$ cat config.mk
export PLATFORM = sky130hd
export DESIGN_NAME = tte_fifo
export DESIGN_NICKNAME = d
export VERILOG_FILES = /design/src/design/tte_pkg.sv /design/src/design/tte_fifo.sv
export SDC_FILE = /design/constraint.sdc
export NUM_CORES = 1
export LEC_CHECK = 0
export ABC_CLOCK_PERIOD_IN_PS = 5950
export BUFFER_PORTS_ARGS = -buffer_cell sky130_fd_sc_hd__clkbuf_2
export CAP_MARGIN = 25
export CORE_ASPECT_RATIO = 0.5
export CORE_MARGIN = 2
export CORE_UTILIZATION = 55
export CTS_CLUSTER_SIZE = 12
export DETAILED_ROUTE_END_ITERATION = 8
export PLACE_DENSITY = 0.89
export SLEW_MARGIN = 5
export SYNTH_ARGS = -nofsm -noshare
export SYNTH_HDL_FRONTEND = slang
export SYNTH_SLANG_ARGS = --single-unit
$ cat constraint.sdc
create_clock -name clk_i -period 5.95 [get_ports clk_i]
set_input_delay 0.2975 -clock clk_i [delete_from_list [all_inputs] [get_ports clk_i]]
set_output_delay 0.2975 -clock clk_i [all_outputs]
set_load 0.01 [all_outputs]
$ cat src/design/tte_pkg.sv
// ----------------------------------------------------------------------------
// tte_pkg: shared types and constants for the tap tempo feedback echo
// Sizes of the delay memory, the tap window and the sample path, register
// indexes and the records that pass between the front and back parts.
// ----------------------------------------------------------------------------
package tte_pkg;

  // Delay memory and sample path
  localparam int unsigned DELAY_DEPTH = 131072;
  localparam int unsigned ADDR_W      = $clog2(DELAY_DEPTH);
  localparam int unsigned SAMPLE_BITS = 24;
  localparam int unsigned GAIN_W      = 16;
  localparam int unsigned Q15_FRAC    = 15;
  localparam int unsigned PROD_W      = SAMPLE_BITS + GAIN_W + 1;

  // Tap tempo
  localparam int unsigned TAP_WINDOW     = 4;
  localparam int unsigned TIME_W         = 32;
  localparam int unsigned DEB_W          = 11;
  localparam int unsigned MAX_TAP_MS     = 2000;
  localparam int unsigned SAMPLES_PER_MS = 96000 / 2000;
  localparam int unsigned RESET_DELAY    = 24000;
  localparam int unsigned RESET_DELAY_CLAMP =
      (RESET_DELAY > DELAY_DEPTH - 1) ? DELAY_DEPTH - 1 : RESET_DELAY;
  localparam int unsigned INT_W  = $clog2(MAX_TAP_MS);
  localparam int unsigned SLOT_W = (TAP_WINDOW > 1) ? $clog2(TAP_WINDOW) : 1;
  localparam int unsigned CNT_W  = $clog2(TAP_WINDOW + 1);
  localparam int unsigned SUM_W  = $clog2(TAP_WINDOW * (MAX_TAP_MS - 1) + 1);
  localparam int unsigned STEP_W = (SUM_W > 1) ? $clog2(SUM_W) : 1;
  localparam int unsigned DLY_PROD_W = SUM_W + $clog2(SAMPLES_PER_MS + 1);
  localparam int unsigned DLY_CMP_W  = ((DLY_PROD_W > ADDR_W) ? DLY_PROD_W : ADDR_W) + 1;

  // Queue between front and back
  localparam int unsigned FIFO_DEPTH = 2;

  // Configuration port
  localparam int unsigned CFG_IDX_W  = 2;
  localparam int unsigned CFG_DATA_W = 16;
  localparam logic [CFG_IDX_W-1:0] CFG_FEEDBACK_GAIN = 2'd0;
  localparam logic [CFG_IDX_W-1:0] CFG_WET_LEVEL     = 2'd1;
  localparam logic [CFG_IDX_W-1:0] CFG_DEBOUNCE_MS   = 2'd2;
  localparam logic [GAIN_W-1:0]    GAIN_RESET        = 16'd32768;
  localparam logic [DEB_W-1:0]     DEBOUNCE_RESET    = 11'd200;

  // Item kinds
  localparam logic MODE_AUDIO = 1'b0;
  localparam logic MODE_TAP   = 1'b1;

  typedef struct packed {
    logic [GAIN_W-1:0] feedback_gain;
    logic [GAIN_W-1:0] wet_level;
    logic [DEB_W-1:0]  debounce_ms;
  } tte_cfg_t;

  // One audio transaction on its way to the back part
  typedef struct packed {
    logic signed [SAMPLE_BITS-1:0] sample;
    logic [ADDR_W-1:0]             delay;
  } tte_item_t;

endpackage

$ cat src/design/tte_fifo.sv
// ----------------------------------------------------------------------------
// tte_fifo: short queue between the front and back parts
// Holds audio transactions together with the delay length in force when
// they were accepted.
// ----------------------------------------------------------------------------
module tte_fifo (
  input  logic               clk_i,
  input  logic               rst_ni,
  input  logic               push_i,
  input  tte_pkg::tte_item_t push_data_i,
  output logic               full_o,
  input  logic               pop_i,
  output logic               empty_o,
  output tte_pkg::tte_item_t pop_data_o
);
  import tte_pkg::*;

  localparam int unsigned PtrW = (FIFO_DEPTH > 1) ? $clog2(FIFO_DEPTH) : 1;
  localparam int unsigned CntW = $clog2(FIFO_DEPTH + 1);

  tte_item_t         entry_q [FIFO_DEPTH];
  logic [PtrW-1:0]   wr_ptr_q, wr_ptr_d;
  logic [PtrW-1:0]   rd_ptr_q, rd_ptr_d;
  logic [CntW-1:0]   count_q, count_d;

  assign full_o     = (count_q == CntW'(FIFO_DEPTH));
  assign empty_o    = (count_q == '0);
  assign pop_data_o = entry_q[rd_ptr_q];

  always_comb begin
    wr_ptr_d = wr_ptr_q;
    rd_ptr_d = rd_ptr_q;
    count_d  = count_q;
    if (push_i) begin
      wr_ptr_d = (wr_ptr_q == PtrW'(FIFO_DEPTH - 1)) ? '0 : wr_ptr_q + 1'b1;
    end
    if (pop_i) begin
      rd_ptr_d = (rd_ptr_q == PtrW'(FIFO_DEPTH - 1)) ? '0 : rd_ptr_q + 1'b1;
    end
    if (push_i && !pop_i) begin
      count_d = count_q + 1'b1;
    end else if (pop_i && !push_i) begin
      count_d = count_q - 1'b1;
    end
  end

  always_ff @(posedge clk_i or negedge rst_ni) begin
    if (!rst_ni) begin
      wr_ptr_q <= '0;
      rd_ptr_q <= '0;
      count_q  <= '0;
    end else begin
      wr_ptr_q <= wr_ptr_d;
      rd_ptr_q <= rd_ptr_d;
      count_q  <= count_d;
    end
  end

  always_ff @(posedge clk_i) begin
    if (push_i) begin
      entry_q[wr_ptr_q] <= push_data_i;
    end
  end

  a_no_push_full: assert property (@(posedge clk_i) disable iff (!rst_ni)
    push_i |-> !full_o)
    else $error("queue pushed while full");

  a_no_pop_empty: assert property (@(posedge clk_i) disable iff (!rst_ni)
    pop_i |-> !empty_o)
    else $error("queue popped while empty");

endmodule

After elaboration in Yosys (flattened, before gate mapping)
Memory sizes are Yosys's and may differ from the RTL's.
Index checks and enable logic that the tools add are counted.
{"block": "totals", "regBits": 4, "ram_bits": 82, "out_inout_bits": 43, "elab_cells": 21, "n_memories": 1}
{"block": "op_classes", "addsub": 4, "eq_ne": 1, "mux": 6, "reduce_logical": 6}
{"memory": "entry_q", "depth": 2, "word_bits": 41, "rd": 1, "rd_ports_with_merged_regs": 0, "wr": 1, "line": "tte_fifo.sv:21", "source": "tte_item_t entry_q [FIFO_DEPTH];"}
{"op": "1-bit 2-to-1 mux", "count": 4}
{"op": "2-bit 2-to-1 mux", "count": 2}
{"op": "1-bit adder (second input constant)", "count": 2}
{"op": "2-bit by 1-bit adder with 2-bit output (second input constant)", "count": 1}
{"op": "2-bit == test (second input constant)", "count": 1}
{"op": "1-bit logical AND", "count": 2}
{"op": "1-bit zero test", "count": 2}
{"op": "2-bit zero test", "count": 1}
{"op": "2-bit nonzero test", "count": 1}
{"op": "2-bit by 1-bit subtractor with 2-bit output (second input constant)", "count": 1}

Depth between registers and ports, before layout
Gate-level depths: netlist of run 1.
{"block": "logic_depth", "depth_word": 4, "mapped_depth": 5}

Least setup slack after synthesis of run 1
No wires, ideal clock.
{"block": "synth_path", "kind": "register -> register", "from": "reg wr_ptr_q", "to": "mem entry_q[0][0] (netlist bit) (enable)", "setup_time_ps": 444, "arrival_time_ps": 2237, "required_ps": 5506, "path_slack_ps": 3269, "stages_incl_launch_ff": 2, "period_less_slack_ps": 2681, "cell_sequence": "dfrtp_1 nor2b_1"}
{"item": "start, declared", "line": "tte_fifo.sv:22", "source": "logic [PtrW-1:0] wr_ptr_q, wr_ptr_d;"}
{"item": "start signal, assigned", "line": "tte_fifo.sv:53", "source": "wr_ptr_q <= wr_ptr_d;"}
{"item": "end, declared", "line": "tte_fifo.sv:21"}
No word-level cell before the write port.

==> results of run 1 <==
-- per-layer routing --
layer | global-route usage | wire length (um)
met1 | 0.189 | 2180
met2 | 0.282 | 2890
met3 | 0.0767 | 219
met4 | 0.0592 | 73
met5 | 0 | 0
-- power by group --
| part | leakage, nW | switching [W] | internal [W] |
|---|---|---|---|
| Clock | 0.136 | 0.000208 | 0.000323 |
| Sequential | 0.815 | 0.0000782 | 0.000808 |
| Combinational | 0.761 | 0.000262 | 0.000315 |
-- timing repair --
item / CTS / global route
endpoints found under the hold margin: 4 / 0
hold buffers: 1 / 0
resized for setup: 0 / 0
-- worst min-delay path by stage --
stage,startpoint,endpoint,cells past startpoint
finish,push_data_i[22],entry_q[0][22],1
global route,push_data_i[22],entry_q[1][22],1
CTS,push_data_i[10],entry_q[0][10],1
detailed placement,rst_ni,count_q[1],1
global placement,rst_ni,count_q[1],1
floorplan,rst_ni,count_q[0],0
-- kinds of logic (layout without fill, tap and decap cells) --
group / Yosys count / after routing / share of synthesized area
and+or+nand+nor: 5 / 5 / 0.00785
buffers and inverters: 6 / 107 / 0.0284
xor gates and xnor gates: 5 / 5 / 0.0131
muxes: 41 / 41 / 0.182
adders and majority gates: 1 / 1 / 0.00374
DFF: 86 / 86 / 0.765
-- synthesized netlist by cell type --
cell type	count	area, um^2
and2_1	1	6.26
buf_12	4	80.1
buf_6	1	11.3
dfrtp_1	4	100
edfxtp_1	82	2460
ha_1	1	12.5
inv_1	1	3.75
mux2_2	2	22.5
mux2_4	39	586
nor2_1	2	7.51
nor2b_1	2	12.5
xnor2_1	1	8.76
xor2_1	4	35.0
-- per-stage QoR --
step | instance area (um^2) | std cells | utilization
after floorplan | 3350 | 144 | -
after detailed placement | 3830 | 305 | 0.641
after global placement | 3810 | 304 | 0.636
after CTS | 4140 | 322 | 0.691
after global routing | 4140 | 322 | 0.691
final | 4140 | 322 | 0.691
-- sequential cells by signal, indices dropped and copies added (netlist names) --
signal and flops:
entry_q 82, rd_ptr_q 1, count_q 2, wr_ptr_q 1
-- final cells by class --
type                       count  share of cell area
sequential                    86               0.620
multi-input combinational     52               0.169
timing repair buffer          90               0.116
clock buffer                  10              0.0554
tap                           77              0.0233
clock inverter                 6              0.0151
inverter                       1            0.000908
==> flow_metrics.tcl, run 1 <==
set metrics [dict create \
    grt_overflow 0 \
    grt_max_degree 42 \
    root_buffer "clkbuf_16" \
    drv_slew 0 \
    ys_seq_area_frac 0.765 \
    crit_buf_inv 2 \
    synthCells 144 \
    cp.depth 3 \
    setup_viol 0 \
    drv_cap 0 \
    max_stage_delay_ns 0.79 \
    cts_buffer_depth 2 \
    final_cell_mix "87 x clkbuf_2, 82 x edfxtp_1, 39 x mux2_4, 9 x clkbuf_16, 4 x xor2_1" \
    clk_pin_slew_ns 0.06 \
    fill_cells 396 \
    layout_commonest_cell "clkbuf_2" \
    crit_fanout 22 \
    layout_min_cycle_time_ns 2.42 \
    ir_drop_v 0.000252 \
    netlist_area_um2 3350 \
    r2r_cells 1 \
    worstPathRequired_ns 5.65 \
    post_cts_buffers 0 \
    worst_pin_slew_ns 0.966 \
    synthesis.nets 190 \
    cp.arrival_ns 2.12 \
    cts_tree "built" \
    die_w_um 114 \
    startpoint "rd_ptr_q" \
    die_height_um 59.2 \
    dieArea_um2 6770 \
    setup_tns_ns 0 \
    pre_cts_ws_ns 3.87 \
    cp_cell_sequence "buf_4 > mux2_4 > clkbuf_2" \
    antenna_cells 0 \
    hold_ws_ns 0.155 \
    crit_type "reg -> out" \
    htree_levels 3 \
    regArea_um2 2560 \
    post-dp-hpwl_um 3560 \
    r2r-start "wr_ptr_q" \
    worst_setup_path_end_kind "output port" \
    hold_path_class "in -> reg" \
    port_buffers 87 \
    area_growth_pct 23.5 \
    multi_input_comb_area_um2 699 \
    startpoint_type "flip-flop" \
    power_density_nw_per_um2 482 \
    crit_family "flip-flops" \
    finalPower_w 0.00199 \
    yosys_warnings 0 \
    fmax_mhz 414 \
    numCtsBuffers 9 \
    wirelength_um 5360 \
    rsz0062_at_grt "false" \
    cts.sinks 86 \
    gp_congestion 0.590 \
    initial_core_util 0.560 \
    postRouteAntennaNets 0 \
    crit_end "pop_data_o[40]" \
    layout.nets 286 \
    crit_slowest_cell "dfrtp_2" \
    wl_per_cell_um 16.7 \
    rows 20 \
    syn_avg_cell_area_um2 23.3 \
    antenna_found_initial 0 \
    synth_cell_types 13 \
    r2r_slack_ns 4.30 \
    setup_ws_ns 3.53 \
    outcome "finished clean" \
    num_io_pins 88 \
    ys_seq_elements 86 \
    grt_use_total 0.166 \
    relSlewSlack 0.356 \
    grt_first_pass_wirelength_um 7900 \
    drive_above_1_share 0.600 \
    grt_pass1_vias 1630 \
    clk_latency_ns 0.33 \
    leakage_nw 1.71 \
    via_count 1611 \
    drt-pass1-iter-count 4 \
    period_share 0.406 \
    drt_iter0_markers 54 \
    core_area_um2 5980 \
    skew_ns 0.00893 \
    avgViaCountPerCell 5.00 \
    drc_errors 0 \
    rr_endpoint "entry_q[1][25]" \
    hold_viol 0 \
]
Power figures use the tool's default switching activity.
==> inputs of run 2 (changes only) <==
- ABC_CLOCK_PERIOD_IN_PS: 5950 -> 1950
- CORE_UTILIZATION: 55 -> 47
- PLACE_DENSITY: 0.89 -> 0.81
- clock period: 5.95 -> 1.95 ns (I/O delays scaled with it)
==> run 2 against run 1 <==
- final cell count is 18% higher
- global-route usage is 0.068 points higher
- register-to-register slack worse by 3.6 ns
- via count is 7.9% higher
==> flow_metrics.tcl, run 2 (synthesized netlist as in run 1, its figures left out) <==
set metrics [dict create \
    drt-pass1-iter-count 4 \
    layout_commonest_cell "clkbuf_2" \
    worst_setup_path_end_kind "output port" \
    rsz0062_at_grt "false" \
    crit_slowest_cell "dfrtp_2" \
    drc_errors 0 \
    clk_latency_ns 0.33 \
    multi_input_comb_area_um2 699 \
    hold_viol 0 \
    grt_use_total 0.166 \
    cts.sinks 86 \
    crit_buf_inv 2 \
    reg_top3 "entry_q (82), count_q (2)" \
    post-dp-hpwl_um 3600 \
    wirelength_um 5880 \
    initial_core_util 0.494 \
    drive_above_1_share 0.516 \
    grt_max_degree 37 \
    area_growth_pct 38.3 \
    setup_tns_ns 0 \
    final_cell_mix "87 x clkbuf_2, 82 x edfxtp_1, 43 x dlygate4sd3_1, 39 x mux2_4, 9 x clkbuf_16" \
    layout_min_cycle_time_ns 1.59 \
    period_share 0.817 \
    dieArea_um2 7860 \
    hold_path_class "in -> reg" \
    postRouteAntennaNets 0 \
    via_count 1738 \
    rows 21 \
    outcome "finished clean" \
    largest_reg_flops 82 \
    drt_iter0_markers 147 \
    power_density_nw_per_um2 1380 \
    root_buffer "clkbuf_16" \
    fmax_mhz 628 \
    cts_buffer_depth 2 \
    grt_first_pass_wirelength_um 9520 \
    port_buffers 87 \
    setup_ws_ns 0.358 \
    max_stage_delay_ns 0.39 \
    grt_overflow 0 \
    die_height_um 63.7 \
    ir_drop_v 0.000558 \
    crit_type "reg -> out" \
    cp_cell_sequence "buf_12 > mux2_2 > clkbuf_2" \
    worstPathRequired_ns 1.85 \
    crit_fanout 33 \
    pre_cts_ws_ns 0.684 \
    relSlewSlack 0.829 \
    gp_congestion 0.734 \
    cp.arrival_ns 1.49 \
    core_area_um2 6780 \
    post_cts_buffers 0 \
    m1WireLength_um 2250 \
    die_w_um 123 \
    fill_cells 451 \
    crit_family "flip-flops" \
    grt_pass1_vias 1832 \
    skew_ns 0.00561 \
    wl_per_cell_um 15.4 \
    numCtsBuffers 9 \
    avgViaCountPerCell 4.56 \
    layout.nets 330 \
    wl_met2_um 3340 \
    drv_slew 0 \
    cts_tree "built" \
    worst_pin_slew_ns 0.256 \
    top_layer "met4" \
    startpoint_type "flip-flop" \
    num_io_pins 88 \
    clk_pin_slew_ns 0.06 \
    wl_met3_um 233 \
    largest_register "entry_q" \
    finalPower_w 0.00637 \
    regArea_um2 2560 \
    setup_viol 0 \
    drv_cap 0 \
    antenna_found_initial 0 \
    htree_levels 3 \
    antenna_cells 0 \
    leakage_nw 1.92 \
]
-- run 2: worst paths after layout --
| kind | startpoint | endpoint | slack (ns) | cells past startpoint |
|---|---|---|---|---|
| min reg2reg | count_q[1] | count_q[1] | 0.52 | 1 |
| max | rd_ptr_q | pop_data_o[20] | 0.36 | 3 |
| max in group asynchronous | rst_ni | rd_ptr_q | 1.67 | 2 |
| max reg2reg | wr_ptr_q | entry_q[1][30] | 0.69 | 2 |
| min | push_i | wr_ptr_q | 0.02 | 2 |
| min in group asynchronous | rst_ni | count_q[1] | 0.13 | 2 |
-- run 2: cell type report --
| class | count | share of cell area |
|---|---|---|
| Sequential cell | 86 | 0.553 |
| Multi-Input combinational cell | 52 | 0.151 |
| Inverter | 1 | 0.000810 |
| Timing Repair Buffer | 134 | 0.202 |
| Clock inverter | 4 | 0.0151 |
| Clock buffer | 12 | 0.0532 |
| Tap cell | 92 | 0.0249 |
-- run 2: power breakdown --
group / internal [W] / switching (W) / total, W
logic: 0.00107 / 0.000933 / 0.00200
clock network: 0.00115 / 0.000633 / 0.00179
registers: 0.00246 / 0.000127 / 0.00259
total: 0.00468 / 0.00169 / 0.00637
-- run 2: timing repair --
item,CTS,global route
hold buffers,43,0
resized for setup,0,0
hold endpoints to repair,87,0
-- run 2: per-layer routing --
layer  vias to the layer above  global-route usage
li1                        841                   -
met1                       854               0.186
met2                        33               0.298
met3                        10              0.0534
met4                         0              0.0597
met5                         -                   0
-- run 2: worst register-to-register path, cell delays in order, from the launching register on --
cell     delay (ns)
dfrtp_1        0.42
and2_2         0.27
buf_12         0.25
-- run 2: stage by stage --
stage,instances,instance area (um^2),util,hold slack (ns)
floorplan,144,3350,-,-0.198
global placement,322,3880,0.573,-0.0845
detailed placement,322,3880,0.573,-0.0833
CTS,381,4630,0.683,0.00727
global route,381,4630,0.683,0.0282
finish,381,4630,0.683,0.0214
==> inputs of run 3 (changes only) <==
- ABC_AREA: not set -> 1
- ABC_CLOCK_PERIOD_IN_PS: 1950 -> 1610
- CORE_UTILIZATION: 47 -> 52
- PLACE_DENSITY: 0.81 -> 0.85
- clock period: 1.95 -> 1.61 ns (I/O delays scaled with it)
==> run 3 against run 2 <==
- final cell count is 2.1% higher
- highest routed layer unchanged
- worst setup slack got worse by 0.28 ns
- utilization is 7.4 points higher
- first-iteration DRC count is 31% lower
- clock skew shrank 0.00085 ns
- critical path type unchanged
- combinational power increased by 25%
- critical path depth unchanged
- area after synthesis up 0.60%
- design area is 0.68% higher
==> flow_metrics.tcl, run 3 <==
set metrics [dict create \
    layout.nets 342 \
    power_density_nw_per_um2 1660 \
    antenna_found_initial 0 \
    drt-pass1-iter-count 6 \
    setup_tns_ns 0 \
    grt_use_total 0.184 \
    final_cell_mix "87 x clkbuf_2, 82 x edfxtp_1, 44 x dlygate4sd3_1, 41 x mux2_4, 10 x clkbuf_16" \
    drt_iter0_markers 102 \
    worst_setup_path_end_kind "output port" \
    numCtsBuffers 9 \
    drv_slew 0 \
    synth.top_cell.area_share 0.731 \
    die_height_um 60.9 \
    layout_min_cycle_time_ns 1.54 \
    crit_fanout 21 \
    grt_use_met1 0.191 \
    hold_path_class "in -> async" \
    post_cts_buffers 0 \
    fmax_mhz 651 \
    synthesis.nets 199 \
    synthTopCellsByCount "82 x edfxtp_1, 39 x mux2_4, 7 x inv_1, 5 x nand2_1" \
    busiest_layer "met2" \
    cts_buffer_depth 2 \
    synth_cell_types 14 \
    yosys_warnings 0 \
    htree_levels 3 \
    outcome "finished clean" \
    cts.sinks 86 \
    finalPower_w 0.00776 \
    largest_register "entry_q" \
    clk_latency_ns 0.33 \
    drive_above_1_share 0.495 \
    antenna_cells 0 \
    rows 20 \
    drv_cap 0 \
    worstPathRequired_ns 1.53 \
    grt_pass1_vias 1864 \
    r2r_slack_ns 0.39 \
    startpoint "rd_ptr_q" \
    leakage_nw 1.96 \
    synthArstFlopShare 0.0465 \
    cp.arrival_ns 1.46 \
    period_share 0.954 \
    grt_overflow 0 \
    root_buffer "clkbuf_16" \
    grt_max_degree 43 \
    rsz0062_at_grt "false" \
    final_util 0.758 \
    post-dp-hpwl_um 3700 \
    rr_endpoint "entry_q[1][23]" \
    num_io_pins 88 \
    grt_use_met2 0.341 \
    wirelength_um 6350 \
    gp_congestion 0.684 \
    crit_end "pop_data_o[13]" \
    worst_pin_slew_ns 0.290 \
    initial_core_util 0.547 \
    relSlewSlack 0.807 \
    r2r-start "wr_ptr_q" \
    synth_ff_type "edfxtp_1" \
    postRouteAntennaNets 0 \
    skew_ns 0.00476 \
    die_w_um 118 \
    dieArea_um2 7180 \
    grt_first_pass_wirelength_um 9290 \
    avgViaCountPerCell 4.58 \
    core_area_um2 6160 \
    via_count 1783 \
    crit_type "reg -> out" \
    setup_viol 0 \
    port_buffers 87 \
    fill_cells 376 \
    clk_pin_slew_ns 0.06 \
    layout_commonest_cell "clkbuf_2" \
    hold_viol 0 \
    area_growth_pct 38.4 \
    synthCells 153 \
    ir_drop_v 0.000850 \
    yosys-top-cells-area "edfxtp_1 73%, mux2_4 17%, dfrtp_1 3.0%" \
    drc_errors 0 \
    r2r_cells 3 \
    met3_usage 0.0893 \
    ys_seq_elements 86 \
    ys_seq_area_frac 0.761 \
    netlist_area_um2 3370 \
    cts_tree "built" \
    synth_edf_count 82 \
    yosys.area.top_type "edfxtp_1" \
    startpoint_type "flip-flop" \
    syn_avg_cell_area_um2 22.0 \
    wl_per_cell_um 16.3 \
    yosysMostFrequentCell "edfxtp_1" \
    reg_top3 "entry_q (82), count_q (2)" \
    largest_reg_flops 82 \
]
==> run 3: cell count changes after synthesis, sizes merged <==
| cell | previous run | this run |
|---|---|---|
| inv | 1 | 7 |
| and2 | 1 | 0 |
| nor2 | 2 | 3 |
| nor2b | 2 | 0 |
| nand2 | 0 | 5 |
| nand3 | 0 | 1 |
| nand4 | 0 | 1 |
| xor2 | 4 | 2 |
==> run 3: area by class of cell <==
type	instances	area, um^2	share of cell area
clock buffers	10	229	0.0491
clock inverters	6	76.3	0.0164
inverters	7	30.0	0.00644
multi-input cells	55	703	0.151
flip-flops and latches	86	2560	0.550
well taps	88	110	0.0236
repair buffers	137	951	0.204
==> run 3: where the power goes <==
group          leakage [nW]  switching, W  internal [W]
logic                 0.995       0.00118       0.00132
registers             0.816      0.000171       0.00298
clock network         0.149      0.000765       0.00134
total                  1.96       0.00212       0.00564
==> run 3: worst min-delay path by stage <==
stage | startpoint | end | slack (ns) | cells past startpoint
after floorplan | rst_ni | count_q[0] | -0.22 | 0
after global placement | rst_ni | count_q[0] | -0.11 | 1
after detailed placement | rst_ni | count_q[1] | -0.10 | 1
after CTS | rst_ni | count_q[1] | 0.07 | 2
after global routing | rst_ni | wr_ptr_q | 0.09 | 2
final | rst_ni | count_q[1] | 0.09 | 2
==> run 3: critical path, cell delays in order, from the launching register on <==
cell	delay, ns
dfrtp_2	0.44
clkbuf_16	0.23
mux2_4	0.32
clkbuf_2	0.13
==> run 3: kinds of logic (layout without fill, tap and decap cells) <==
kind of cell               after synthesis  in the layout  share of synthesized area
DFF                                     86             86                      0.761
xor gates and xnor gates                 3              3                    0.00780
muxes                                   41             41                      0.181
buffers and inverters                   12            160                     0.0349
adders and majority gates                1              1                    0.00371
and+or+nand+nor                         10             10                     0.0123
==> run 3: through the flow <==
stage / cells / worst slack [ns] / hold WS (ns) / instance area [um^2]
floorplan: 153 / 0.128 / -0.215 / 3380
global placement: 328 / 0.375 / -0.108 / 3880
detailed placement: 328 / 0.350 / -0.102 / 3880
CTS: 388 / 0.0153 / 0.0694 / 4640
global route: 389 / 0.0297 / 0.0921 / 4660
finish: 389 / 0.0742 / 0.0932 / 4660
==> run 3: repair_timing <==
item,in CTS,in global routing
cloned,0,1
hold buffers,44,0
endpoints found under the setup margin,2,27
gates resized for setup,2,0
hold endpoints to repair,88,0
==> run 3: metal layers <==
layer | up-vias | wire [um]
met2 | 46 | 3570
met4 | 0 | 69
met1 | 861 | 2400
met5 | - | 0
li1 | 869 | -
met3 | 7 | 306
