==> src/design/tte_pkg.sv <==
// ----------------------------------------------------------------------------
// tte_pkg: shared types and constants for the tap tempo feedback echo
// Sizes of the delay memory, the tap window and the sample path, register
// indexes and the records that pass between the front and back parts.
// ----------------------------------------------------------------------------
package tte_pkg;

  // Delay memory and sample path
  localparam int unsigned DELAY_DEPTH = 131072;
  localparam int unsigned ADDR_W      = $clog2(DELAY_DEPTH);
  localparam int unsigned SAMPLE_BITS = 24;
  localparam int unsigned GAIN_W      = 16;
  localparam int unsigned Q15_FRAC    = 15;
  localparam int unsigned PROD_W      = SAMPLE_BITS + GAIN_W + 1;

  // Tap tempo
  localparam int unsigned TAP_WINDOW     = 4;
  localparam int unsigned TIME_W         = 32;
  localparam int unsigned DEB_W          = 11;
  localparam int unsigned MAX_TAP_MS     = 2000;
  localparam int unsigned SAMPLES_PER_MS = 96000 / 2000;
  localparam int unsigned RESET_DELAY    = 24000;
  localparam int unsigned RESET_DELAY_CLAMP =
      (RESET_DELAY > DELAY_DEPTH - 1) ? DELAY_DEPTH - 1 : RESET_DELAY;
  localparam int unsigned INT_W  = $clog2(MAX_TAP_MS);
  localparam int unsigned SLOT_W = (TAP_WINDOW > 1) ? $clog2(TAP_WINDOW) : 1;
  localparam int unsigned CNT_W  = $clog2(TAP_WINDOW + 1);
  localparam int unsigned SUM_W  = $clog2(TAP_WINDOW * (MAX_TAP_MS - 1) + 1);
  localparam int unsigned STEP_W = (SUM_W > 1) ? $clog2(SUM_W) : 1;
  localparam int unsigned DLY_PROD_W = SUM_W + $clog2(SAMPLES_PER_MS + 1);
  localparam int unsigned DLY_CMP_W  = ((DLY_PROD_W > ADDR_W) ? DLY_PROD_W : ADDR_W) + 1;

  // Queue between front and back
  localparam int unsigned FIFO_DEPTH = 2;

  // Configuration port
  localparam int unsigned CFG_IDX_W  = 2;
  localparam int unsigned CFG_DATA_W = 16;
  localparam logic [CFG_IDX_W-1:0] CFG_FEEDBACK_GAIN = 2'd0;
  localparam logic [CFG_IDX_W-1:0] CFG_WET_LEVEL     = 2'd1;
  localparam logic [CFG_IDX_W-1:0] CFG_DEBOUNCE_MS   = 2'd2;
  localparam logic [GAIN_W-1:0]    GAIN_RESET        = 16'd32768;
  localparam logic [DEB_W-1:0]     DEBOUNCE_RESET    = 11'd200;

  // Item kinds
  localparam logic MODE_AUDIO = 1'b0;
  localparam logic MODE_TAP   = 1'b1;

  typedef struct packed {
    logic [GAIN_W-1:0] feedback_gain;
    logic [GAIN_W-1:0] wet_level;
    logic [DEB_W-1:0]  debounce_ms;
  } tte_cfg_t;

  // One audio transaction on its way to the back part
  typedef struct packed {
    logic signed [SAMPLE_BITS-1:0] sample;
    logic [ADDR_W-1:0]             delay;
  } tte_item_t;

endpackage

==> src/design/tte_front.sv <==
// ----------------------------------------------------------------------------
// tte_front: input acceptance and tap tempo tracking
// Queues audio transactions with the current delay length; handles button
// polls: debounce, rolling interval window, average by a bit-serial divider
// and scaling to a delay length in samples.
// ----------------------------------------------------------------------------
module tte_front (
  input  logic                                      clk_i,
  input  logic                                      rst_ni,
  input  tte_pkg::tte_cfg_t                         cfg_i,
  input  logic                                      clearing_i,
  input  logic                                      fifo_full_i,
  input  logic                                      in_valid_i,
  output logic                                      in_stall_o,
  input  logic                                      mode_i,
  input  logic signed [tte_pkg::SAMPLE_BITS-1:0]    sample_in_i,
  input  logic                                      button_level_i,
  input  logic [tte_pkg::TIME_W-1:0]                time_ms_i,
  output logic                                      push_o,
  output tte_pkg::tte_item_t                        push_data_o
);
  import tte_pkg::*;

  localparam logic [1:0] ST_IDLE  = 2'd0;
  localparam logic [1:0] ST_DIV   = 2'd1;
  localparam logic [1:0] ST_SCALE = 2'd2;

  logic [1:0]        state_q, state_d;
  logic [TIME_W-1:0] last_tap_q, last_tap_d;
  logic [CNT_W-1:0]  count_q, count_d;
  logic [SLOT_W-1:0] slot_q, slot_d;
  logic [SUM_W-1:0]  sum_q, sum_d;
  logic [ADDR_W-1:0] delay_q, delay_d;
  logic [INT_W-1:0]  window_q [TAP_WINDOW];

  // divider
  logic [SUM_W-1:0]  num_q, num_d;
  logic [CNT_W-1:0]  den_q, den_d;
  logic [CNT_W-1:0]  rem_q, rem_d;
  logic [STEP_W-1:0] step_q, step_d;
  logic [CNT_W:0]    rem_shift, rem_trial;
  logic              quo_bit;

  logic              accept;
  logic              press;
  logic [TIME_W-1:0] interval;
  logic              debounced;
  logic              short_tap;
  logic              win_full;
  logic              win_write;
  logic [SUM_W-1:0]  sum_drop;
  logic [DLY_PROD_W-1:0] dly_prod;

  assign in_stall_o = clearing_i || fifo_full_i || (state_q != ST_IDLE);
  assign accept     = in_valid_i && !in_stall_o;
  assign press      = accept && (mode_i == MODE_TAP) && button_level_i;
  assign interval   = time_ms_i - last_tap_q;
  assign debounced  = interval > TIME_W'(cfg_i.debounce_ms);
  assign short_tap  = interval < TIME_W'(MAX_TAP_MS);
  assign win_full   = (count_q == CNT_W'(TAP_WINDOW));
  assign win_write  = press && debounced && short_tap;
  assign sum_drop   = win_full ? SUM_W'(window_q[slot_q]) : '0;

  assign push_o              = accept && (mode_i == MODE_AUDIO);
  assign push_data_o.sample  = sample_in_i;
  assign push_data_o.delay   = delay_q;

  // one restoring step per cycle; quotient bits shift in behind the dividend
  assign rem_shift = {rem_q, num_q[SUM_W-1]};
  assign rem_trial = rem_shift - {1'b0, den_q};
  assign quo_bit   = (rem_shift >= {1'b0, den_q});

  assign dly_prod  = DLY_PROD_W'(num_q) * DLY_PROD_W'(SAMPLES_PER_MS);

  always_comb begin
    state_d    = state_q;
    last_tap_d = last_tap_q;
    count_d    = count_q;
    slot_d     = slot_q;
    sum_d      = sum_q;
    delay_d    = delay_q;
    num_d      = num_q;
    den_d      = den_q;
    rem_d      = rem_q;
    step_d     = step_q;
    case (state_q)
      ST_IDLE: begin
        if (press && debounced) begin
          last_tap_d = time_ms_i;
          if (short_tap) begin
            count_d = win_full ? count_q : count_q + 1'b1;
            slot_d  = (slot_q == SLOT_W'(TAP_WINDOW - 1)) ? '0 : slot_q + 1'b1;
            sum_d   = sum_q - sum_drop + SUM_W'(interval[INT_W-1:0]);
            num_d   = sum_d;
            den_d   = count_d;
            rem_d   = '0;
            step_d  = '0;
            state_d = ST_DIV;
          end else begin
            // long gap: start a new tempo
            count_d = '0;
            slot_d  = '0;
            sum_d   = '0;
          end
        end
      end
      ST_DIV: begin
        rem_d  = quo_bit ? rem_trial[CNT_W-1:0] : rem_shift[CNT_W-1:0];
        num_d  = {num_q[SUM_W-2:0], quo_bit};
        step_d = step_q + 1'b1;
        if (step_q == STEP_W'(SUM_W - 1)) begin
          state_d = ST_SCALE;
        end
      end
      ST_SCALE: begin
        if (DLY_CMP_W'(dly_prod) > DLY_CMP_W'(DELAY_DEPTH - 1)) begin
          delay_d = ADDR_W'(DELAY_DEPTH - 1);
        end else begin
          delay_d = ADDR_W'(dly_prod);
        end
        state_d = ST_IDLE;
      end
      default: begin
        state_d = ST_IDLE;
      end
    endcase
  end

  always_ff @(posedge clk_i or negedge rst_ni) begin
    if (!rst_ni) begin
      state_q    <= ST_IDLE;
      last_tap_q <= '0;
      count_q    <= '0;
      slot_q     <= '0;
      sum_q      <= '0;
      delay_q    <= ADDR_W'(RESET_DELAY_CLAMP);
      step_q     <= '0;
    end else begin
      state_q    <= state_d;
      last_tap_q <= last_tap_d;
      count_q    <= count_d;
      slot_q     <= slot_d;
      sum_q      <= sum_d;
      delay_q    <= delay_d;
      step_q     <= step_d;
    end
  end

  always_ff @(posedge clk_i) begin
    num_q <= num_d;
    den_q <= den_d;
    rem_q <= rem_d;
    if (win_write) begin
      window_q[slot_q] <= interval[INT_W-1:0];
    end
  end

  a_tap_starts_div: assert property (@(posedge clk_i) disable iff (!rst_ni)
    win_write |=> (state_q == ST_DIV) && (den_q != '0))
    else $error("accepted tap did not start the average");

  a_no_push_busy: assert property (@(posedge clk_i) disable iff (!rst_ni)
    (state_q != ST_IDLE) |-> !push_o)
    else $error("audio transaction queued while delay length is updating");

endmodule

==> config.mk <==
export PLATFORM = sky130hd
export DESIGN_NAME = tte_front
export DESIGN_NICKNAME = d
export VERILOG_FILES = /design/src/design/tte_pkg.sv /design/src/design/tte_front.sv
export SDC_FILE = /design/constraint.sdc
export NUM_CORES = 1
export LEC_CHECK = 0
export ABC_AREA = 1
export BUFFER_PORTS_ARGS = -buffer_cell sky130_fd_sc_hd__buf_2
export CORE_ASPECT_RATIO = 0.7
export CORE_MARGIN = 2
export CORE_UTILIZATION = 45
export CTS_CLUSTER_SIZE = 14
export DETAILED_ROUTE_END_ITERATION = 6
export PLACE_DENSITY = 0.61
export SYNTH_ARGS = -nofsm -noshare
export SYNTH_HDL_FRONTEND = slang
export SYNTH_SLANG_ARGS = --single-unit
==> constraint.sdc <==
create_clock -name clk_i -period 12.05 [get_ports clk_i]
set_clock_uncertainty 0.2 [all_clocks]
set_input_delay 2.41 -clock clk_i [delete_from_list [all_inputs] [get_ports clk_i]]
set_output_delay 2.41 -clock clk_i [all_outputs]
set_load 0.05 [all_outputs]
**Word-level counts from Yosys, hierarchy flattened**

Memory sizes are Yosys's and may differ from the RTL's.
Cells that the tools add are included.

- Register bits after elaboration: 92
- Bits in writable memories: 44
- Input port bits: 106
- Logic and storage cells: 71
- Memories kept: 1

- Add/sub/neg operators: 7
- Multiply operators: 1
- $lt $le $gt $ge: 4
- Equality and inequality tests: 8
- Mux-type cells: 23
- Bitwise operators: 1
- Reductions and logical operators: 16

Memory list:

| name | words | width | read ports | clocked after Yosys merged registers in | wr ports | RTL line | source |
|---|---|---|---|---|---|---|---|
| window_q | 4 | 11 | 1 | 0 | 1 | tte_front.sv:34 | `logic [INT_W-1:0] window_q [TAP_WINDOW];` |

Operator list:

| cell | number |
|---|---|
| two-way mux 13 bit | 3 |
| > comparator 32 x 11 -> 1 bit | 1 |
| less-than comparator 32 x 11 -> 1 bit (second input constant) | 1 |
| subtractor 32 bit | 1 |
| case mux 13 bit (2 select lines) | 1 |
| > comparator 19 x 17 -> 1 bit (second input constant) | 1 |
| two-way mux 17 bit | 1 |
| multiplier 13 x 2 -> 15 bit (second input constant) | 1 |
| two-way mux 3 bit | 5 |
| adder 13 x 11 -> 13 bit | 1 |
| subtractor 13 x 11 -> 13 bit | 1 |
| two-way mux 11 bit | 1 |
| two-way mux 2 bit | 5 |
| AND reduction 3 bit | 3 |
| two-way mux 4 bit | 2 |
| case mux 4 bit (2 select lines) | 1 |
| logical AND 1 bit | 6 |
| != test 2 bit (second input constant) | 3 |
| case mux 3 bit (2 select lines) | 1 |
| adder 4 x 1 -> 4 bit (second input constant) | 1 |
| equality test 2 bit (second input constant) | 2 |
| equality test 4 bit (second input constant) | 1 |
| greater-or-equal comparator 4 x 3 -> 1 bit | 1 |
| case mux 2 bit (2 select lines) | 1 |
| other kinds (12) | 15 |

**Depth between registers and ports, before layout**

Gate-level depths: netlist (run 1).

- Depth in word-level cells: 10
- Gate-level depth with buffers: 26
- Mapped depth without buffers: 26

**Worst setup path after synthesis (run 1)**

Ideal clock, no wire load.

- Path type: input to register
- Start: in time_ms_i[0] in the netlist's numbering
- End: reg num_q[11] (data pin)
- Library setup time: 0.268 ns
- Arrival time: 5.533 ns
- Data required time: 11.582 ns
- Setup slack: 6.049 ns
- Stages: 18
- Path buffers: 0
- Path through: inv_1 ha_1 fa_1 inv_1 nand2_1 nand3_1 xor2_1 fa_1 ha_1 a21oi_1 o21ai_0 a21oi_1 o21ai_0 a21oi_1 nor2_1 nor2_1 xor2_1 o21ai_0

- Cells in the longest elaborated chain, start to end: 5

Ends and longest elaborated chain:

| item | RTL line | source |
|---|---|---|
| from (decl) | tte_front.sv:18 | `input logic [tte_pkg::TIME_W-1:0] time_ms_i,` |
| subtractor 32 bit | tte_front.sv:57 | `assign interval = time_ms_i - last_tap_q;` |
| net interval[6] | tte_front.sv:46 | `logic [TIME_W-1:0] interval;` |
| adder 13 x 11 -> 13 bit | tte_front.sv:93 | `sum_d = sum_q - sum_drop + SUM_W'(interval[INT_W-1:0]);` |
| two-way mux 13 bit | tte_front.sv:90 | `if (short_tap) begin` |
| two-way mux 13 bit | tte_front.sv:88 | `if (press && debounced) begin` |
| case mux 13 bit (2 select lines) | tte_front.sv:86 | `case (state_q)` |
| net num_d[11] | tte_front.sv:37 | `logic [SUM_W-1:0] num_q, num_d;` |
| to (signal assigned) | tte_front.sv:150 | `num_q <= num_d;` |
| to (decl) | tte_front.sv:37 |  |

The timed path passes the listed nets, and every way through them passes these cells. The select of a mux whose other input is x is not followed.
A chain may end at the register's enable or synchronous reset.

**Worst setup path in the final report (run 1)**

- Start: in time_ms_i[0] in the netlist's numbering
- End: mem window_q[3][5] in the netlist's numbering (enable)

- Cells in the longest elaborated chain, start to end: 6
- Elaborated cells on any way between the ends: 7
- Classes of those cells: add/sub: 1; order compare: 2; mux: 2; reduce/logical: 2

Ends and longest elaborated chain:

| item | RTL line | source |
|---|---|---|
| subtractor 32 bit * | tte_front.sv:57 |  |
| net interval[8] | tte_front.sv:46 |  |
| > comparator 32 x 11 -> 1 bit | tte_front.sv:58 | `assign debounced = interval > TIME_W'(cfg_i.debounce_ms);` |
| logical AND 1 bit | tte_front.sv:61 | `assign win_write = press && debounced && short_tap;` |
| logical AND 1 bit * | tte_front.sv:61 |  |
| two-way mux 1 bit * | tte_front.sv:153 | `if (win_write) begin` |
| two-way mux 1 bit (not written as such) * | tte_front.sv:154 | `window_q[slot_q] <= interval[INT_W-1:0];` |
| to (decl) | tte_front.sv:34 |  |

The timed path passes the listed nets; every way through them passes the cells marked *.

==> load_flow_metrics.sql, run 1 <==
INSERT INTO impl_metrics (metric_group, metric, value, unit) VALUES
('sta', 'period_share', '0.594', ''),
('layout', 'num-fill-cells', '2192', ''),
('synthesis', 'synthSimpleGateAreaFrac', '0.270', ''),
('detailed_routing', 'dr.first_iter.drc_count', '561', ''),
('floorplan', 'design.die.area', '23700', 'sq um'),
('placed_design', 'gp_congestion', '0.930', ''),
('clock_network', 'master_cell_of_the_clock_root_buffer', 'clkbuf_16', ''),
('power', 'vdd.ir_drop.worst', '0.108', 'mV'),
('worst_hold_path', 'min_from', 'delay_q[14]$_DFFE_PN1N_', ''),
('synthesis', 'synth.yosys.warnings', '0', ''),
('detailed_routing', 'drt-vias-per-instance', '4.88', ''),
('floorplan', 'design.portCount', '149', ''),
('layout', 'finalNetCount', '1626', ''),
('clock_network', 'clock_insertion_delay_worst_skew', '0.43', 'ns'),
('sta', 'unrepaired_setup_endpoints_after_global_routing', 'false', ''),
('critical_path', 'worst_ep_required_time', '11.89', 'ns'),
('clock_network', 'cts_made_buffers', '17', ''),
('clock_network', 'cts_setup_buffers', '0', ''),
('clock_network', 'cts_max_path_buffers', '2', ''),
('detailed_routing', 'drt-wirelength-per-cell', '14.4', 'um'),
('critical_path', 'worstSetupEndpointType', 'flop', ''),
('sta', 'finalSetupViolations', '0', ''),
('detailed_routing', 'pre_repair_dr_iteration_count', '5', ''),
('synthesis', 'synthCells', '1384', ''),
('critical_path', 'worst-setup-path-type', 'primary input to flop', ''),
('synthesis', 'share_of_synthesized_cell_area_in_full_adder_half_adder_and_majority_cells', '0.127', ''),
('sta', 'timing.max_slew.rel_slack', '0.137', ''),
('critical_path', 'setup.worst_path.start_class', 'primary input', ''),
('detailed_routing', 'number_of_vias_after_detailed_routing', '8401', ''),
('sta', 'max_clock_freq', '140', 'MHz'),
('critical_path', 'timing.critical_path.fanout_max', '11', ''),
('sta', 'fin_setup_tns', '0', 'ns'),
('detailed_routing', 'postRouteAntennaNets', '0', ''),
('clock_network', 'cts.htree.levels', '4', ''),
('power', 'power.density', '172', 'nW/um^2'),
('synthesis', 'synth_compound_gate_area_share', '0.0841', ''),
('detailed_routing', 'remaining_drc_errors', '0', ''),
('global_route', 'grt_max_degree', '79', ''),
('clock_network', 'worst_setup_hold_path_clk_slew', '0.06', 'ns'),
('placed_design', 'portBuffers', '68', ''),
('synthesis', 'synth_seq_cells', '133', ''),
('clock_network', 'tritoncts_clock_tree', 'built', ''),
('placed_design', 'placedCellCount', '1689', ''),
('placed_design', 'placed_cell_area', '10500', 'sq um'),
('sta', 'slew_viols_final', '0', ''),
('layout', 'antenna_cells_inserted', '0', ''),
('global_route', 'grt_pass1_wl', '40800', 'um'),
('worst_hold_path', 'min-delay-path-class', 'flop to flop', ''),
('placed_design', 'dp.final_hpwl', '19500', 'um'),
('global_route', 'globalRouteOverflowTotal', '0', ''),
('sta', 'fin_crit', '7.15', 'ns'),
('flow_run', 'drv.max_cap_violation_count', '0', ''),
('status', 'status', 'completed', ''),
('clock_network', 'cts_hold_buf', '0', ''),
('layout', 'postLayoutCoreUtil', '0.507', ''),
('power', 'power.leakage', '5.81', 'nW'),
('detailed_routing', 'wirelength', '24900', 'um'),
('global_route', 'grt_antenna_before_repair', '0', ''),
('floorplan', 'design.core.area', '21800', 'sq um'),
('sta', 'tightestPinTransition', '1.29', 'ns'),
('synthesis', 'ys_types', '41', ''),
('floorplan', 'chipWidth', '183', 'um'),
('synthesis', 'synth_xor_xnor_area_share', '0.0329', ''),
('sta', 'hold_viol_final', '0', ''),
('layout', 'post_route_cells_drive_above_1_share', '0.0973', ''),
('floorplan', 'die_height', '129', 'um'),
('layout', 'area_delta_synth_final', '9.68', '%'),
('synthesis', 'synth_sequential_area_ratio', '0.361', ''),
('synthesis', 'synth.mux.area_fraction', '0', ''),
('global_route', 'grt_pass1_vias', '7788', ''),
('synthesis', 'synthesis.nets', '1584', '');
==> through the flow <==
stage	setup WS (ns)	total power, mW
after CTS	4.95	1.92
after global placement	4.54	1.37
after floorplan	6.05	1.19
final	4.90	1.91
after detailed placement	4.48	1.38
after global routing	4.49	2.07
==> final cells by class <==
type | count | area, sq um | area share
inverters | 248 | 931 | 0.0840
flip-flops and latches | 133 | 3650 | 0.330
repair buffers | 70 | 358 | 0.0323
well taps | 282 | 353 | 0.0318
clock inverters | 12 | 128 | 0.0115
clock buffers | 20 | 467 | 0.0421
multi-input cells | 956 | 5190 | 0.469
==> cell families (layout without fill, tap and decap cells) <==
kind of cell / Yosys count / in the layout
buffers and inverters: 295 / 350
adder cells (fa/ha/maj): 94 / 94
XOR/XNOR: 38 / 38
AND/OR/NAND/NOR: 664 / 664
flip-flops: 133 / 133
AO/OA/AOI/OAI: 160 / 160
==> state kept, by name (all words and copies together) (netlist names) <==
name / count
count_q: 3
delay_q: 14
den_q: 3
last_tap_q: 32
num_q: 13
rem_q: 3
slot_q: 2
state_q: 2
step_q: 4
sum_q: 13
window_q: 44
==> cell usage in the layout, fill, tap and decap left out, drive strengths merged, types with 4 or more instances in the layout <==
cell,count
buf,70
inv,247
dfrtp,63
dfstp,7
clkinvlp,4
nor2,160
edfxtp,63
nand4,13
nand2,418
fa,14
a21oi,79
nand3,49
xor2,22
ha,80
o21ai,57
clkinv,7
nor3,14
and2,4
clkbuf,20
o22ai,9
xnor2,16
==> cells in the mapped netlist, drive strengths merged <==
cell type  number  area, sq um
nand2         418         1600
inv           246          923
nor2          160          638
ha             80         1000
a21oi          79          395
dfrtp          63         1580
edfxtp         63         1890
o21ai          57          285
nand3          49          265
buf            36          285
xor2           22          193
xnor2          16          140
fa             14          280
nor3           14         70.1
nand4          13         81.3
clkbuf         11         41.3
o22ai           9         56.3
dfstp           7          184
and2            4         27.5
a21o            3         22.5
a31oi           3         18.8
or2             3         18.8
a21boi          2         15.0
clkinv          2         7.51
nand3b          2         27.5
o211ai          2         15.0
o311ai          2         17.5
a211oi          1         7.51
nor4            1         6.26
o21bai          1         7.51
o22a            1         8.76
==> per-layer routing <==
layer  vias to the layer above  wire length (um)  track usage
li1                       4401                 -            -
met3                        19              1360       0.0447
met5                         -                 0            0
met2                       164              9230        0.296
met4                         0               142       0.0438
met1                      3817             14100        0.367
==> path summary, 6_finish.rpt <==
path                       slack (ns)                         end  depth (start not counted)
max                              4.90    window_q[3][5]$_DFFE_PP_                         19
min                              0.27     delay_q[14]$_DFFE_PN1N_                          2
max reg2reg                      6.67    window_q[3][5]$_DFFE_PP_                         17
min reg2reg                      0.27     delay_q[14]$_DFFE_PN1N_                          2
max in group asynchronous        9.06        sum_q[9]$_DFFE_PN0P_                          1
min in group asynchronous        1.96  last_tap_q[25]$_DFFE_PN0P_                          1
==> critical path: stages <==
cell and delay [ns]:
buf_2 0.07, inv_1 0.07, ha_1 0.26, fa_1 0.42, inv_1 0.13, nand3_1 0.08, nand3_1 0.20, nand2_1 0.08
nand2_1 0.18, xor2_1 0.61, ha_1 0.36, nand2_1 0.09, inv_1 0.06, nand4_1 0.08, a21boi_0 0.25, nor2_1 0.12
inv_1 0.08, nand4_1 0.33, nor2_1 1.10
==> where the power goes <==
group / internal, mW / switching (mW) / total [mW]
Clock: 0.320 / 0.206 / 0.526
Combinational: 0.285 / 0.542 / 0.827
Sequential: 0.545 / 0.00994 / 0.555
Note: power is estimated with default switching activity, not from simulation.
==> run 2, diff against run 1 <==
ABC_AREA = 0   (was 1)
PLACE_DENSITY = 0.64   (was 0.61)
clock period = 6.1 ns   (was 12.05 ns; I/O delays follow)
==> load_flow_metrics.sql, run 2 <==
INSERT INTO impl_metrics (metric_group, metric, value, unit) VALUES
('status', 'status', 'completed', ''),
('clock_network', 'clkSinkCount', '133', ''),
('synthesis', 'share_of_synthesized_cell_area_in_full_adder_half_adder_and_majority_cells', '0.129', ''),
('synthesis', 'combinational_family_with_the_most_area_after_synthesis', 'compound AO/OA/AOI/OAI gates', ''),
('layout', 'largest_reg_flops', '44', ''),
('synthesis', 'synth_seq_cells', '133', ''),
('critical_path', 'worstSetupEndpointType', 'flop', ''),
('synthesis', 'synth.cells.most_frequent', '80 x ha_1, 80 x inv_1, 66 x a21oi_1, 66 x nand2_1', ''),
('synthesis', 'synthCells', '975', ''),
('global_route', 'grt_pass1_vias', '6962', ''),
('worst_hold_path', 'min-delay-path-class', 'flop to flop', ''),
('clock_network', 'cts_hold_buf', '0', ''),
('synthesis', 'synthesis.nets', '1175', ''),
('clock_network', 'cts_max_path_buffers', '2', ''),
('clock_network', 'master_cell_of_the_clock_root_buffer', 'clkbuf_16', ''),
('synthesis', 'ys_types', '74', ''),
('sta', 'fin_crit', '5.33', 'ns'),
('critical_path', 'cp_data_arrival_time', '5.21', 'ns'),
('synthesis', 'ys.flop_type', 'edfxtp_1', ''),
('critical_path', 'crit_start', 'time_ms_i[20]', ''),
('floorplan', 'design.die.area', '23200', 'sq um'),
('floorplan', 'initial_core_util', '0.458', ''),
('layout', 'antenna_cells_inserted', '0', ''),
('layout', 'num-fill-cells', '1983', ''),
('synthesis', 'synth_xor_xnor_area_share', '0.0380', ''),
('floorplan', 'die_height', '128', 'um'),
('synthesis', 'synthTopCellsByArea', 'edfxtp_1 19%, dfrtp_1 16%, ha_1 10%', ''),
('layout', 'post_route_cells_drive_above_1_share', '0.196', ''),
('synthesis', 'synthesis.area', '9910', 'sq um'),
('placed_design', 'portBuffers', '68', ''),
('critical_path', 'rrSetupSlack', '1.29', 'ns'),
('detailed_routing', 'dr.first_iter.drc_count', '612', ''),
('detailed_routing', 'pre_repair_dr_iteration_count', '5', ''),
('placed_design', 'dpl_ws', '0.371', 'ns'),
('power', 'vdd.ir_drop.worst', '0.345', 'mV'),
('sta', 'finalSetupViolations', '0', ''),
('detailed_routing', 'dr_wl_met2', '9010', 'um'),
('critical_path', 'timing.critical_path.fanout_max', '16', ''),
('clock_network', 'cts_setup_buffers', '0', ''),
('sta', 'fin_setup_tns', '0', 'ns'),
('synthesis', 'synthSimpleGateAreaFrac', '0.147', ''),
('critical_path', 'timing.rr.end', 'num_q[4]$_DFFE_PP_', ''),
('sta', 'max_clock_freq', '188', 'MHz'),
('layout', 'finalNetCount', '1225', ''),
('global_route', 'grt_max_degree', '71', ''),
('sta', 'period_share', '0.874', ''),
('synthesis', 'synth.mux.area_fraction', '0.0983', ''),
('clock_network', 'cts.htree.levels', '4', ''),
('clock_network', 'tritoncts_clock_tree', 'built', ''),
('clock_network', 'worst_setup_hold_path_clk_slew', '0.06', 'ns'),
('sta', 'unrepaired_setup_endpoints_after_global_routing', 'false', ''),
('sta', 'finalWorstSetupSlack', '0.767', 'ns'),
('synthesis', 'synth_largest_type_area_fraction', '0.191', ''),
('layout', 'mostFrequentLayoutCells', '80 x inv_1, 80 x ha_1, 67 x buf_2', ''),
('global_route', 'grtUsageTotal', '0.211', ''),
('detailed_routing', 'remaining_drc_errors', '0', ''),
('sta', 'slew_viols_final', '0', ''),
('placed_design', 'gp_congestion', '0.949', ''),
('synthesis', 'synthesized_area_divided_by_synthesized_cell_count', '10.2', 'sq um'),
('synthesis', 'synth_compound_gate_area_share', '0.148', ''),
('layout', 'top_register', 'window_q', ''),
('detailed_routing', 'postRouteAntennaNets', '0', ''),
('detailed_routing', 'met1Wirelength', '12800', 'um'),
('global_route', 'grt_pass1_wl', '38300', 'um'),
('layout', 'area_delta_synth_final', '11.1', '%'),
('critical_path', 'worst-setup-path-type', 'primary input to flop', ''),
('floorplan', 'design.portCount', '149', ''),
('critical_path', 'setup.worst_path.start_class', 'primary input', ''),
('critical_path', 'r2r_start', 'last_tap_q[20]$_DFFE_PN0P_', ''),
('clock_network', 'cts-resized-gates', '0', ''),
('global_route', 'globalRouteOverflowTotal', '0', ''),
('detailed_routing', 'number_of_vias_after_detailed_routing', '7484', ''),
('synthesis', 'synth_enable_flop_cells', '63', ''),
('flow_run', 'drv.max_cap_violation_count', '0', ''),
('global_route', 'grt_antenna_before_repair', '0', ''),
('placed_design', 'dp.final_hpwl', '17800', 'um'),
('floorplan', 'row_count', '45', ''),
('layout', 'largestRegisters', 'window_q: 44 flops, last_tap_q: 32 flops, delay_q: 14 flops', ''),
('floorplan', 'design.core.area', '21600', 'sq um'),
('clock_network', 'clock_insertion_delay_worst_skew', '0.43', 'ns'),
('power', 'power.leakage', '4.78', 'nW'),
('layout', 'postLayoutCoreUtil', '0.509', ''),
('sta', 'timing.max_slew.rel_slack', '0.300', ''),
('synthesis', 'postSynth.asyncResetShare', '0.526', ''),
('critical_path', 'worst_r2r_path_depth', '13', ''),
('detailed_routing', 'drt-vias-per-instance', '5.67', ''),
('sta', 'hold_viol_final', '0', ''),
('synthesis', 'synth_sequential_area_ratio', '0.369', ''),
('power', 'power.density', '361', 'nW/um^2'),
('sta', 'tightestPinTransition', '1.05', 'ns'),
('detailed_routing', 'top_signal_layer_used', 'met4', ''),
('floorplan', 'chipWidth', '181', 'um'),
('critical_path', 'worst_ep_required_time', '5.98', 'ns'),
('critical_path', 'timing.critical_path.to', 'num_q[4]$_DFFE_PP_', ''),
('detailed_routing', 'wirelength', '23700', 'um'),
('clock_network', 'cts_made_buffers', '17', ''),
('synthesis', 'netlist.top_cell.by_area', 'edfxtp_1', ''),
('detailed_routing', 'met3WireLength', '1640', 'um'),
('detailed_routing', 'drt-wirelength-per-cell', '17.9', 'um'),
('synthesis', 'synth.yosys.warnings', '0', '');
==> run 2: changes by cell type in the layout (fill, tap and decap cells not counted), sizes merged, moves of 11 or more <==
cell	before	now
nand2	418	68
inv	247	81
nor2	160	56
mux2	0	44
nand3	49	16
buf	70	96
nor4	1	20
nor2b	0	17
o21ai	57	41
and2	4	18
a21oi	79	66
o21a	0	12
mux4	0	11
o22a	1	12
==> run 2: cells by family (layout without fill, tap and decap cells) <==
| family | count (synthesis) | after routing |
|---|---|---|
| simple gates | 277 | 277 |
| compound gates | 220 | 220 |
| buf+inv | 145 | 208 |
| flops | 133 | 133 |
| fa+ha+maj | 94 | 94 |
| mux | 63 | 63 |
| xor+xnor | 43 | 43 |
==> run 2: area by class of cell <==
class                           instances  area [sq um]  area share
Multi-Input combinational cell        697          5560       0.506
Clock buffer                           19           433      0.0393
Sequential cell                       133          3650       0.332
Inverter                               80           300      0.0273
Timing Repair Buffer                   96           566      0.0514
Clock inverter                         13           134      0.0122
Tap cell                              282           353      0.0321
==> run 2: where the power goes <==
| group | switching [mW] | internal, mW | leakage (nW) |
|---|---|---|---|
| combinational | 1.12 | 0.738 | 3.07 |
| clock | 0.406 | 0.598 | 0.263 |
| sequential | 0.0290 | 1.09 | 1.45 |
==> run 2: layer usage <==
layer  up-vias  global-route usage
li1       3630                   -
met1      3596               0.340
met2       232               0.280
met4         0              0.0545
met3        26              0.0460
met5         -                   0
==> run 2: worst min path at each step <==
stage	from	endpoint	cells past startpoint
after floorplan	last_tap_q[15]$_DFFE_PN0P_	last_tap_q[15]$_DFFE_PN0P_	1
after global placement	last_tap_q[16]$_DFFE_PN0P_	last_tap_q[16]$_DFFE_PN0P_	1
after detailed placement	last_tap_q[17]$_DFFE_PN0P_	last_tap_q[17]$_DFFE_PN0P_	1
after CTS	last_tap_q[17]$_DFFE_PN0P_	last_tap_q[17]$_DFFE_PN0P_	1
after global routing	delay_q[9]$_DFFE_PN0N_	delay_q[9]$_DFFE_PN0N_	1
final	last_tap_q[15]$_DFFE_PN0P_	last_tap_q[15]$_DFFE_PN0P_	1
==> run 2: worst max-delay path, stage by stage <==
cell       delay [ns]
buf_2            0.11
ha_1             0.42
a21oi_1          0.48
o211ai_1         0.18
a22oi_1          0.58
nor3_1           0.17
or2_2            0.31
a2111oi_0        0.38
and4b_1          0.25
nand4_1          0.15
nor4_2           0.29
buf_4            0.25
o21ba_2          0.42
==> run 2: per-stage QoR <==
step	hold slack, ns	cells	cell area, sq um	power [mW]
3_5_place_dp	0.286	1288	10400	2.95
3_3_place_gp	0.275	1288	10400	2.92
6_report	0.298	1320	11000	3.98
4_1_cts	0.299	1320	11000	3.97
2_1_floorplan	0.264	975	9910	2.48
5_1_grt	0.316	1320	11000	4.25
